===== config.mk =====
export PLATFORM = sky130hd
export DESIGN_NAME = bsra_capture
export DESIGN_NICKNAME = d
export VERILOG_FILES = /design/src/hw/rtl/bsra_pkg.sv /design/src/hw/rtl/bsra_capture.sv
export SDC_FILE = /design/constraint.sdc
export NUM_CORES = 1
export LEC_CHECK = 0
export ABC_AREA = 0
export CORE_MARGIN = 3
export CORE_UTILIZATION = 45
export CTS_BUF_LIST = sky130_fd_sc_hd__clkbuf_8
export DETAILED_ROUTE_END_ITERATION = 10
export DONT_BUFFER_PORTS = 1
export HOLD_SLACK_MARGIN = 0.06
export SYNTH_ARGS = -nofsm -noshare
export SYNTH_HDL_FRONTEND = slang
export SYNTH_SLANG_ARGS = --single-unit

===== constraint.sdc =====
create_clock -name clk -period 3.8 [get_ports clk]
set_input_delay 0 -clock clk [delete_from_list [all_inputs] [get_ports clk]]
set_output_delay 0 -clock clk [all_outputs]
set_load 0.01 [all_outputs]

===== src/hw/rtl/bsra_pkg.sv =====
// Shared types, constants and register codes for the background subtraction block.
package bsra_pkg;

    // Field widths
    localparam int PIX_W   = 8;
    localparam int IDX_W   = 17;
    localparam int BG_W    = 16;
    localparam int RATE_W  = 17;
    localparam int COUNT_W = 8;

    // Default frame size and the largest frame the index field can address
    localparam int FRAME_PIXELS_DEF = 131072;
    localparam int IDX_SPAN         = 131072;

    // Q16 unity and rounding constant
    localparam logic [RATE_W-1:0] Q16_ONE  = 17'h10000;
    localparam logic [33:0]       Q16_HALF = 34'd32768;

    // floor(x / 257) == (x * RECIP_257) >> 24 for x below 2^17
    localparam logic [16:0] RECIP_257 = 17'd65281;
    localparam logic [16:0] ROUND_257 = 17'd128;

    // Request kinds carried in tuser
    localparam logic [1:0] ACT_PIXEL   = 2'd0;
    localparam logic [1:0] ACT_CAPTURE = 2'd1;
    localparam logic [1:0] ACT_COUNT   = 2'd2;

    // Configuration register indexes
    localparam logic [1:0] REG_AUTO_ENABLE = 2'd0;
    localparam logic [1:0] REG_LEARN_RATE  = 2'd1;
    localparam logic [1:0] REG_DARK_MODE   = 2'd2;

    // Pixel entering the background update pipeline
    typedef struct packed {
        logic             valid;
        logic             capture;
        logic [PIX_W-1:0] pix;
        logic [IDX_W-1:0] idx;
    } pix_req_t;

    // Indexes still in flight ahead of the memory write
    typedef struct packed {
        logic             s1_valid;
        logic [IDX_W-1:0] s1_idx;
        logic             s2_valid;
        logic [IDX_W-1:0] s2_idx;
    } hazard_t;

    // Updated background handed to the difference stage
    typedef struct packed {
        logic             valid;
        logic [PIX_W-1:0] pix;
        logic [IDX_W-1:0] idx;
        logic [BG_W-1:0]  bg;
    } bg_res_t;

endpackage


===== src/hw/rtl/bsra_capture.sv =====
// Capture command sequencing: pending flag, frame countdown and per-frame capture flag.
module bsra_capture
(
    input  logic                          clk,
    input  logic                          rst_n,
    input  logic                          acc_capture,
    input  logic                          acc_count,
    input  logic [bsra_pkg::COUNT_W-1:0]  count,
    input  logic                          acc_pixel,
    input  logic                          frame_start,
    output logic                          capture_now
);

    logic                         pending_reg;
    logic                         pending_next;
    logic [bsra_pkg::COUNT_W-1:0] frames_left_reg;
    logic [bsra_pkg::COUNT_W-1:0] frames_left_next;
    logic                         capturing_reg;
    logic                         capturing_next;
    logic                         count_live;

    assign count_live = (frames_left_reg != '0);

    // Capture flag for the pixel being accepted now
    always_comb
    begin
        if (frame_start)
            capture_now = count_live | pending_reg;
        else
            capture_now = capturing_reg;
    end

    // Command and frame start updates
    always_comb
    begin
        pending_next     = pending_reg;
        frames_left_next = frames_left_reg;
        capturing_next   = capturing_reg;
        if (acc_capture)
        begin
            pending_next = 1'b1;
        end
        else if (acc_count)
        begin
            frames_left_next = count;
        end
        else if (acc_pixel && frame_start)
        begin
            if (count_live)
                frames_left_next = frames_left_reg - (bsra_pkg::COUNT_W)'(1);
            capturing_next = count_live | pending_reg;
            pending_next   = 1'b0;
        end
    end

    always_ff @(posedge clk or negedge rst_n)
    begin
        if (!rst_n)
        begin
            pending_reg     <= 1'b1;
            frames_left_reg <= '0;
            capturing_reg   <= 1'b0;
        end
        else
        begin
            pending_reg     <= pending_next;
            frames_left_reg <= frames_left_next;
            capturing_reg   <= capturing_next;
        end
    end

endmodule


-- Word level (Yosys, flattened, before mapping)
Cells that the tools add are included.
- bits in registers: 10
- bits of input ports: 14
- add/sub/neg operators: 1
- eq/ne operators: 1
- mux-type cells: 7
- bitwise gates (word level): 3
- reductions and logical operators: 8
- operators by type and width (kind ; number):
    2-to-1 mux 8 bit ; 3
    nonzero test 8 bit ; 1
    subtractor 8 x 1 -> 8 bit (second input constant) ; 1
    AND reduction 3 bit ; 2
    nonzero test 2 bit ; 3
    2-to-1 mux 1 bit ; 4
    != test 2 bit (second input constant) ; 1
    inverter 1 bit ; 2
    AND reduction 2 bit ; 1
    logical AND 1 bit ; 1
    OR 1 bit ; 1

-- Longest topological paths before layout
Gate-level depths: netlist of the first run.
- word-level depth: 4
- gate-level depth with buffers: 6
- mapped depth without buffers: 6

-- Worst setup path after synthesis of the first run
OpenSTA, ideal clock, no wires.
- path kind: register -> register
- from: register frames_left_reg[0] (netlist bit)
- to: register frames_left_reg[2] (netlist bit)
- setup time: 0.121 ns
- arrival time: 1.468 ns
- path slack: 2.211 ns
- cell stages (with the launch flop): 7
- path buffers: 0
- period minus slack after synthesis: 1.589 ns
- path through: dfrtp_1 > inv_1 > ha_1 > nor4b_4 > a311oi_4 > o21ai_1 > a22o_1
- word-level cells in the longest chain between the ends: 4
- elaborated cells between the ends (all ways): 7
- those cells by class: add/sub (1); mux (3); reduce/logical (3)
- RTL lines (element ; line ; source):
    from (decl) ; bsra_capture.sv:16 ; logic [bsra_pkg::COUNT_W-1:0] frames_left_reg;
    from (signal assigned) ; bsra_capture.sv:67 ; frames_left_reg <= frames_left_next;
    subtractor 8 x 1 -> 8 bit ; bsra_capture.sv:50 ; frames_left_next = frames_left_reg - (bsra_pkg::COUNT_W)'(1);
    2-to-1 mux 8 bit ; bsra_capture.sv:49 ; if (count_live)
    2-to-1 mux 8 bit ; bsra_capture.sv:47 ; else if (acc_pixel && frame_start)
    2-to-1 mux 8 bit ; bsra_capture.sv:43 ; else if (acc_count)
Parallel ways exist; a longest one is shown, timed or not. The select of a mux whose other input is x is not followed.
A chain may end at the register's enable or synchronous reset.

-- Worst setup path after layout of the first run
- from: register frames_left_reg[0] (netlist bit)
- to: register frames_left_reg[7] (netlist bit)
Same word-level chain as after synthesis.

==> flow_summary.json, run 1 <==
{
  "postCtsSetupBuffers": 0,
  "power_mw": 0.3682,
  "dp.cells": 90,
  "hold_buffers": 15,
  "power_frac_seq_pct": 41.7,
  "ioPinCount": 15,
  "dp_hpwl_mm": 1.102,
  "synthMuxAreaShare_pct": 2.899,
  "maxCapViolations": 0,
  "cts_resized": 0,
  "finalNetCount": 111,
  "power_frac_clock_pct": 29.9,
  "ys_seq_area_share_pct": 36.41,
  "htreeDepth": 1,
  "synth_xor_area_share_pct": 0,
  "place.gp.congestion": 0.7418,
  "synth_compound_area_share_pct": 25.91,
  "port-buffer-count": 0,
  "vias": 635,
  "initial_utilization_pct": 50.55,
  "final_common_cell": "dlygate4sd3_1",
  "dieArea_sq_mm": 0.002041,
  "largest_reg_flops": 8,
  "synth_area_leaders": "dfrtp_1 33%, a22o_1 6.3%, nand2_1 5.4%",
  "final-hold-violation-count": 0,
  "grt_pass1_wl_mm": 2.918,
  "clock_sinks": 10,
  "finalCriticalPeriod_ns": 2.213,
  "n_antenna_cell": 0,
  "synth_top_family_by_area": "simple AND/OR/NAND/NOR gates",
  "relSlewSlack_pct": 62.59,
  "slew_viol_final": 0,
  "pwr-share-comb_pct": 28.4,
  "drt-initial-drc-count": 14,
  "skew_ns": 0.004602,
  "cp.required_ns": 3.91,
  "min_path_type": "primary input to output pin",
  "critPathArrivalTime_ns": 2.33,
  "n_fill_cell": 124,
  "antenna_found_initial": 0,
  "core_sq_mm": 0.001366,
  "dpl_cell_area_sq_um": 698.2,
  "whs_ns": 0.08333,
  "fin_ws_ns": 1.587,
  "drtAntennaViolNets": 0,
  "tritoncts": "built",
  "stdcell_count": 109,
  "syn_area_per_cell_sq_um": 8.855,
  "min_period_over_period_pct": 58.25,
  "synth_adder_area_share_pct": 3.623,
  "grt.overflow.total": 0,
  "tns_ns": 0,
  "routedWlPerCell_um": 15.30,
  "p_leak_nw": 0.3708,
  "critical_path_class": "flop to flop",
  "p_per_area_mw_per_mm2": 412.1,
  "rsz0062_at_grt": "false",
  "critPathLaunchType": "flop",
  "internal-power_mw": 0.2525,
  "clk_pin_slew_ns": 0.05,
  "max_freq_ghz": 0.4518,
  "end_kind": "flop",
  "cts.path.max_buffers": 2,
  "p_sw_mw": 0.1157,
  "yosys.area.top_type_share_pct": 32.61,
  "ys_seq_elements": 10,
  "ys_warn_count": 0,
  "r2r_start": "frames_left_reg[0]",
  "cts_buffers": 3,
  "ys_types": 26,
  "min_from": "frame_start",
  "syn_nets": 94,
  "die_h_um": 45.18,
  "root_buffer": "clkbuf_8",
  "cp_max_fo": 4,
  "setup_viol": 0,
  "post-place-ws_ns": 2.050,
  "design_area_sq_um": 893.4,
  "grt_pass1_vias": 638,
  "vdd_drop_max_uv": 275.3,
  "p_sw_share_pct": 31.43,
  "route.detailed.drc": 0,
  "synthCells": 78,
  "avgViaCountPerCell": 5.826,
  "clk_latency_ns": 0.23,
  "drt-total-wl_mm": 1.668,
  "status": "completed",
  "drive_gt1_share_pct": 8.511,
  "syn-cell-area_sq_um": 690.7,
  "utilization_pct": 65.38,
  "grt_max_degree": 13,
  "mostFrequentLayoutCells": "15 x dlygate4sd3_1, 10 x nand2_1, 9 x dfrtp_1",
  "synthSimpleGateAreaFrac_pct": 27.90,
  "max_slew.worst_pin.slew_ns": 0.5569,
  "areaGrowthSynthToFinish_pct": 29.35,
  "first_pass_iters": 4,
  "worstSetupStartpoint": "frames_left_reg[0]",
  "rows": 13,
  "die_w_um": 45.18,
  "track_usage_pct": 19.64,
  "yosysTopAreaCell": "dfrtp_1"
}
## synth_stat cells
master and instances:
and3_1 1, nor2b_1 3, o21ai_1 3, nor4b_4 1
a211oi_1 1, nor2_1 7, ha_1 2, a22oi_1 3
dfrtp_1 9, a22o_1 5, a21oi_1 3, clkbuf_1 3
a211o_2 1, or4b_1 1, nand2b_1 2, and4bb_2 1
a41oi_1 1, nand2_1 10, nand4_1 1, mux2i_1 2
dfstp_2 1, o21ai_0 6, inv_1 3, nand4b_1 1
nor3_1 6, a311oi_4 1
## cell families (layout without fill, tap and decap cells)
kind of cell / Yosys count / in the layout
and+or+nand+nor: 34 / 34
AOI/OAI and AO/OA: 24 / 24
DFF: 10 / 10
buffers and inverters: 6 / 22
adders and majority gates: 2 / 2
muxes: 2 / 2
## power groups by stage
stage / clock network (mW) / registers (mW) / logic [mW]
3_5_place_dp: 0 / 0.155 / 0.0834
5_1_grt: 0.118 / 0.157 / 0.118
3_3_place_gp: 0 / 0.155 / 0.0826
6_report: 0.110 / 0.154 / 0.105
2_1_floorplan: 0 / 0.147 / 0.0746
4_1_cts: 0.112 / 0.153 / 0.104
## per-layer routing
layer  part of all wire, %  wire length (um)  global-route usage [%]  vias up
met4                  0.90                15                   6.433        0
met1                    45               758                   25.79      293
met3                   7.1               118                   7.171        2
met2                    46               775                   29.66       20
li1                      -                 -                       -      320
met5                     0                 0                       0        -
## worst max-delay path, stage by stage, from the launching register on
cell,delay [ns]
dfrtp_1,0.40
inv_1,0.10
ha_1,0.18
or4b_1,0.47
nand4_1,0.14
mux2i_1,0.19
nand2_1,0.06
dlygate4sd3_1,0.56
## area by class of cell
cell class                      instances  area, sq um  area share (%)
Clock inverter                          1        3.754          0.4202
Tap cell                               15        18.77           2.101
Sequential cell                        10        251.5           28.15
Timing Repair Buffer                   15        150.1           16.81
Inverter                                3        11.26           1.261
Clock buffer                            3        41.29           4.622
Multi-Input combinational cell         62        416.7           46.64
## final timing paths
check	to	slack (ns)	cells past startpoint
worst max register to register	frames_left_reg[7]	1.59	7
worst min register to register	capturing_reg	0.54	2
max in group asynchronous	pending_reg	3.28	1
min in group asynchronous	frames_left_reg[0]	0.16	1
worst max-delay path	frames_left_reg[7]	1.59	7
worst min-delay path	capture_now	0.08	1
Note: power is estimated with default switching activity, not from simulation.
==> inputs of run 2 (changes only) <==
==> constraint.sdc (replaced) <==
create_clock -name clk -period 2.04 [get_ports clk]
set_input_delay 0 -clock clk [delete_from_list [all_inputs] [get_ports clk]]
set_output_delay 0 -clock clk [all_outputs]
set_load 0.01 [all_outputs]
==> flow_summary.json, run 2 (synthesis gave the netlist of run 1 again) <==
{
  "status": "completed",
  "clk_pin_slew_ns": 0.05,
  "die_h_um": 45.18,
  "dr_wl_met2_um": 724,
  "skew_ns": 0.007314,
  "cp_max_fo": 10,
  "first_pass_iters": 4,
  "relSlewSlack_pct": 63.62,
  "min_path_cells": 4,
  "design_area_sq_um": 880.8,
  "dpl_cell_area_sq_um": 705.7,
  "worstSetupStartpoint": "frames_left_reg[0]",
  "slowest_delay_ns": 0.46,
  "min_period_over_period_pct": 87.35,
  "drt-initial-drc-count": 10,
  "critical_path_class": "flop to flop",
  "areaGrowthSynthToFinish_pct": 27.54,
  "r2r_start": "frames_left_reg[0]",
  "dp_hpwl_mm": 1.082,
  "critPathLaunchType": "flop",
  "hold_buffers": 13,
  "clk_latency_ns": 0.24,
  "largest_reg_flops": 8,
  "power_frac_clock_pct": 31.3,
  "met1_length_um": 768,
  "dp.cells": 91,
  "vias": 641,
  "antenna_found_initial": 0,
  "ff2ff_path_depth": 6,
  "end_kind": "flop",
  "hold_end": "frames_left_reg[4]",
  "p_sw_mw": 0.2251,
  "maxCapViolations": 0,
  "rrSetupSlack_ns": 0.26,
  "cts_buffers": 3,
  "critPathSlowestCell": "a311oi_4",
  "min_from": "acc_pixel",
  "power_frac_seq_pct": 41.0,
  "drive_gt1_share_pct": 9.677,
  "critPathArrivalTime_ns": 1.91,
  "setup_viol": 0,
  "mostFrequentLayoutCells": "13 x dlygate4sd3_1, 10 x nand2_1, 9 x dfrtp_1",
  "n_antenna_cell": 0,
  "vdd_drop_max_uv": 503.5,
  "p_sw_share_pct": 32.49,
  "highest_layer": "met4",
  "drt-total-wl_mm": 1.615,
  "track_usage_pct": 19.92,
  "avgViaCountPerCell": 5.935,
  "ioPinCount": 15,
  "cts.path.max_buffers": 2,
  "rsz0062_at_grt": "false",
  "clock_sinks": 10,
  "max_freq_ghz": 0.5612,
  "cp.required_ns": 2.17,
  "stdcell_count": 108,
  "route.detailed.drc": 0,
  "rows": 13,
  "min_path_type": "primary input to flop",
  "routedWlPerCell_um": 14.95,
  "max_slew.worst_pin.slew_ns": 0.5440,
  "cts_resized": 0,
  "initial_utilization_pct": 50.55,
  "finalNetCount": 110,
  "place.gp.congestion": 0.7407,
  "slew_viol_final": 0,
  "r2r_end": "frames_left_reg[3]",
  "pwr-share-comb_pct": 27.7,
  "tritoncts": "built",
  "grt_pass1_vias": 634,
  "p_leak_nw": 0.3677,
  "tns_ns": 0,
  "internal-power_mw": 0.4678,
  "dr_wl_met3_um": 78,
  "cp_cell_sequence": "inv_1 > ha_1 > nor4b_4 > a311oi_4 > o21ai_1 > a22o_1",
  "final-hold-violation-count": 0,
  "grt_pass1_wl_mm": 2.829,
  "p_per_area_mw_per_mm2": 786.6,
  "port-buffer-count": 0,
  "grt_max_degree": 17,
  "die_w_um": 45.18,
  "grt.overflow.total": 0,
  "core_sq_mm": 0.001366,
  "htreeDepth": 1,
  "postCtsSetupBuffers": 0,
  "finalCriticalPeriod_ns": 1.782,
  "dieArea_sq_mm": 0.002041,
  "root_buffer": "clkbuf_8",
  "drtAntennaViolNets": 0,
  "final_common_cell": "dlygate4sd3_1"
}
==> run 2: how the worst max path moves through the flow <==
| stage | to | slack [ns] | depth (start not counted) |
|---|---|---|---|
| finish | frames_left_reg[3] | 0.26 | 6 |
| detailed placement | frames_left_reg[6] | 0.29 | 6 |
| global placement | frames_left_reg[6] | 0.35 | 6 |
| global route | frames_left_reg[3] | 0.16 | 6 |
| CTS | frames_left_reg[6] | 0.28 | 6 |
| floorplan | frames_left_reg[2] | 0.45 | 6 |
==> run 2: metal layers <==
layer,track usage [%],vias up
met4,15.20,0
met5,0,-
met2,29.66,16
li1,-,322
met3,4.382,5
met1,24.69,298
==> run 2: stage by stage <==
stage	total power, mW	util, %	worst slack, ns	hold WS, ns
after floorplan	0.4134	-	0.4507	-0.2956
after global placement	0.4499	51.65	0.3493	-0.2954
after detailed placement	0.4486	51.65	0.2889	-0.2954
after CTS	0.6993	64.47	0.2802	0.06024
after global routing	0.7470	64.47	0.1575	0.08569
final	0.6928	64.47	0.2582	0.07757
==> run 2: layout make-up <==
type	instances	area [sq um]
clock buffers	3	41.29
clock inverters	1	3.754
repair buffers	14	137.6
multi-input cells	62	416.7
inverters	3	11.26
well taps	15	18.77
flip-flops and latches	10	251.5
fillers	127	485.5
==> run 2: critical path, delay by kind of cell (launching register included) <==
kind	cells	cell delay, ns
AO/OA/AOI/OAI	3	0.86
adder cells (fa/ha/maj)	1	0.21
buffers and inverters	1	0.08
flip-flops	1	0.37
AND/OR/NAND/NOR	1	0.15
==> run 2: power by group through the flow <==
stage,Clock (mW),Combinational [mW],Sequential [mW]
2_1_floorplan,0,0.139,0.274
3_3_place_gp,0,0.160,0.290
3_5_place_dp,0,0.161,0.288
4_1_cts,0.224,0.191,0.284
5_1_grt,0.237,0.216,0.293
6_report,0.217,0.192,0.284
==> inputs of run 3 (changes only) <==
==> constraint.sdc (replaced) <==
create_clock -name clk -period 1.5 [get_ports clk]
set_input_delay 0 -clock clk [delete_from_list [all_inputs] [get_ports clk]]
set_output_delay 0 -clock clk [all_outputs]
set_load 0.01 [all_outputs]
==> flow_summary.json, run 3 (synthesis gave the netlist of run 1 again) <==
{
  "p_sw_share_pct": 31.56,
  "place.gp.congestion": 0.7388,
  "final_common_cell": "dlygate4sd3_1",
  "dieArea_sq_mm": 0.002041,
  "utilization_pct": 76.83,
  "min_period_over_period_pct": 109.3,
  "n_antenna_cell": 0,
  "highest_layer": "met4",
  "first_pass_iters": 4,
  "setup_viol": 7,
  "p_per_area_mw_per_mm2": 1080,
  "path_buf_inv": 2,
  "crit_family": "compound AO/OA/AOI/OAI gates",
  "dr_wl_met2_um": 925,
  "cts_buffers": 3,
  "cp.required_ns": 1.63,
  "clock_sinks": 10,
  "critPathLaunchType": "flop",
  "final-hold-violation-count": 0,
  "drive_gt1_share_pct": 30.19,
  "drtAntennaViolNets": 0,
  "finalNetCount": 123,
  "drt-total-wl_mm": 1.984,
  "dr_wl_met3_um": 116,
  "status": "finished, violations left",
  "rows": 13,
  "rrSetupSlack_ns": -0.14,
  "port-buffer-count": 0,
  "dpl_cell_area_sq_um": 765.7,
  "end_kind": "flop",
  "grt_pass1_vias": 681,
  "post-place-ws_ns": -0.09802,
  "violations": "negative setup slack",
  "tritoncts": "built",
  "critPathSlowestCell": "dfrtp_1",
  "slowest_delay_ns": 0.36,
  "pwr-share-comb_pct": 35.7,
  "skew_ns": 0.001443,
  "die_w_um": 45.18,
  "max_slew.worst_pin.slew_ns": 0.6124,
  "antenna_found_initial": 0,
  "n_fill_cell": 101,
  "finalCriticalPeriod_ns": 1.640,
  "vdd_drop_max_uv": 681.1,
  "min_path_type": "primary input to flop",
  "drt-initial-drc-count": 14,
  "relSlewSlack_pct": 59.04,
  "route.detailed.drc": 0,
  "mostFrequentLayoutCells": "15 x dlygate4sd3_1, 12 x buf_4, 9 x dfrtp_1",
  "initial_utilization_pct": 50.55,
  "critical_path_class": "flop to flop",
  "routedWlPerCell_um": 16.40,
  "vias": 692,
  "slew_viol_final": 0,
  "fin_ws_ns": -0.1402,
  "worstSetupStartpoint": "frames_left_reg[0]",
  "tns_ns": -0.7446,
  "cp.depth": 7,
  "grt_pass1_wl_mm": 3.243,
  "dp_hpwl_mm": 1.198,
  "grt.overflow.total": 0,
  "design_area_sq_mm": 0.001050,
  "largest_reg_flops": 8,
  "clk_pin_slew_ns": 0.05,
  "core_sq_mm": 0.001366,
  "ioPinCount": 15,
  "root_buffer": "clkbuf_8",
  "max_freq_ghz": 0.6097,
  "avgViaCountPerCell": 5.719,
  "cp_max_fo": 7,
  "cts.path.max_buffers": 2,
  "track_usage_pct": 22.77,
  "htreeDepth": 1,
  "p_leak_nw": 0.4468,
  "p_sw_mw": 0.3577,
  "critPathArrivalTime_ns": 1.77,
  "power_frac_clock_pct": 30.7,
  "clk_latency_ns": 0.24,
  "internal-power_mw": 0.7756,
  "r2r_end": "frames_left_reg[6]",
  "cp_cell_sequence": "inv_2 > ha_4 > nor4b_4 > buf_4 > a311oi_4 > o21ai_1 > a22o_1",
  "met1_length_um": 929,
  "r2r_start": "frames_left_reg[0]",
  "areaGrowthSynthToFinish_pct": 51.99,
  "grt_max_degree": 17,
  "maxCapViolations": 0,
  "ff2ff_path_depth": 7,
  "rsz0062_at_grt": "true",
  "crit_end": "frames_left_reg[6]",
  "power_frac_seq_pct": 33.6,
  "die_h_um": 45.18
}
## run 3: changes by cell type in the layout (fill, tap and decap cells not counted), sizes merged
cell	before	now
buf	1	12
clkbuf	3	4
dlygate4sd3	13	15
inv	4	3
## run 3: worst min-delay path: stages
cell      delay [ns]
a211oi_1        0.03
a41oi_1         0.17
nand2_1         0.07
## run 3: worst min-delay path by stage
stage	startpoint	cells after the start	end
after floorplan	rst_n	0	capturing_reg
after global placement	rst_n	0	frames_left_reg[3]
after detailed placement	rst_n	0	frames_left_reg[3]
after CTS	acc_pixel	4	frames_left_reg[4]
after global routing	acc_count	3	frames_left_reg[5]
final	acc_count	3	frames_left_reg[5]
## run 3: power groups by stage
stage	clock, mW	combinational (mW)	sequential [mW]
finish	0.348	0.405	0.381
global route	0.361	0.446	0.388
CTS	0.352	0.376	0.378
detailed placement	0	0.290	0.379
global placement	0	0.282	0.380
floorplan	0	0.190	0.374
## run 3: through the flow
stage / power (mW) / hold slack [ns] / instances
3_3_place_gp: 0.6619 / -0.2954 / 99
6_report: 1.133 / 0.07223 / 121
4_1_cts: 1.106 / 0.08288 / 119
5_1_grt: 1.195 / 0.08138 / 121
2_1_floorplan: 0.5643 / -0.2956 / 78
3_5_place_dp: 0.6693 / -0.2953 / 99
## run 3: layer usage
| metal | up-vias | global-route usage [%] |
|---|---|---|
| li1 | 344 | - |
| met1 | 327 | 29.51 |
| met2 | 16 | 35.59 |
| met3 | 5 | 8.765 |
| met4 | 0 | 5.263 |
| met5 | - | 0 |
## run 3: area by class of cell
type	count	area (sq um)	share of cell area, %
multi-input combinational	62	473.0	45.05
sequential	10	251.5	23.96
clock buffer	4	55.05	5.244
tap	15	18.77	1.788
inverter	3	11.26	1.073
timing repair buffer	27	240.2	22.88
## run 3: timing repair
action	CTS	global route
gates resized for setup	8	8
hold buffers	14	1
hold endpoints to repair	20	1
setup endpoints to repair	10	8
setup buffers	2	1
pin swaps	1	3
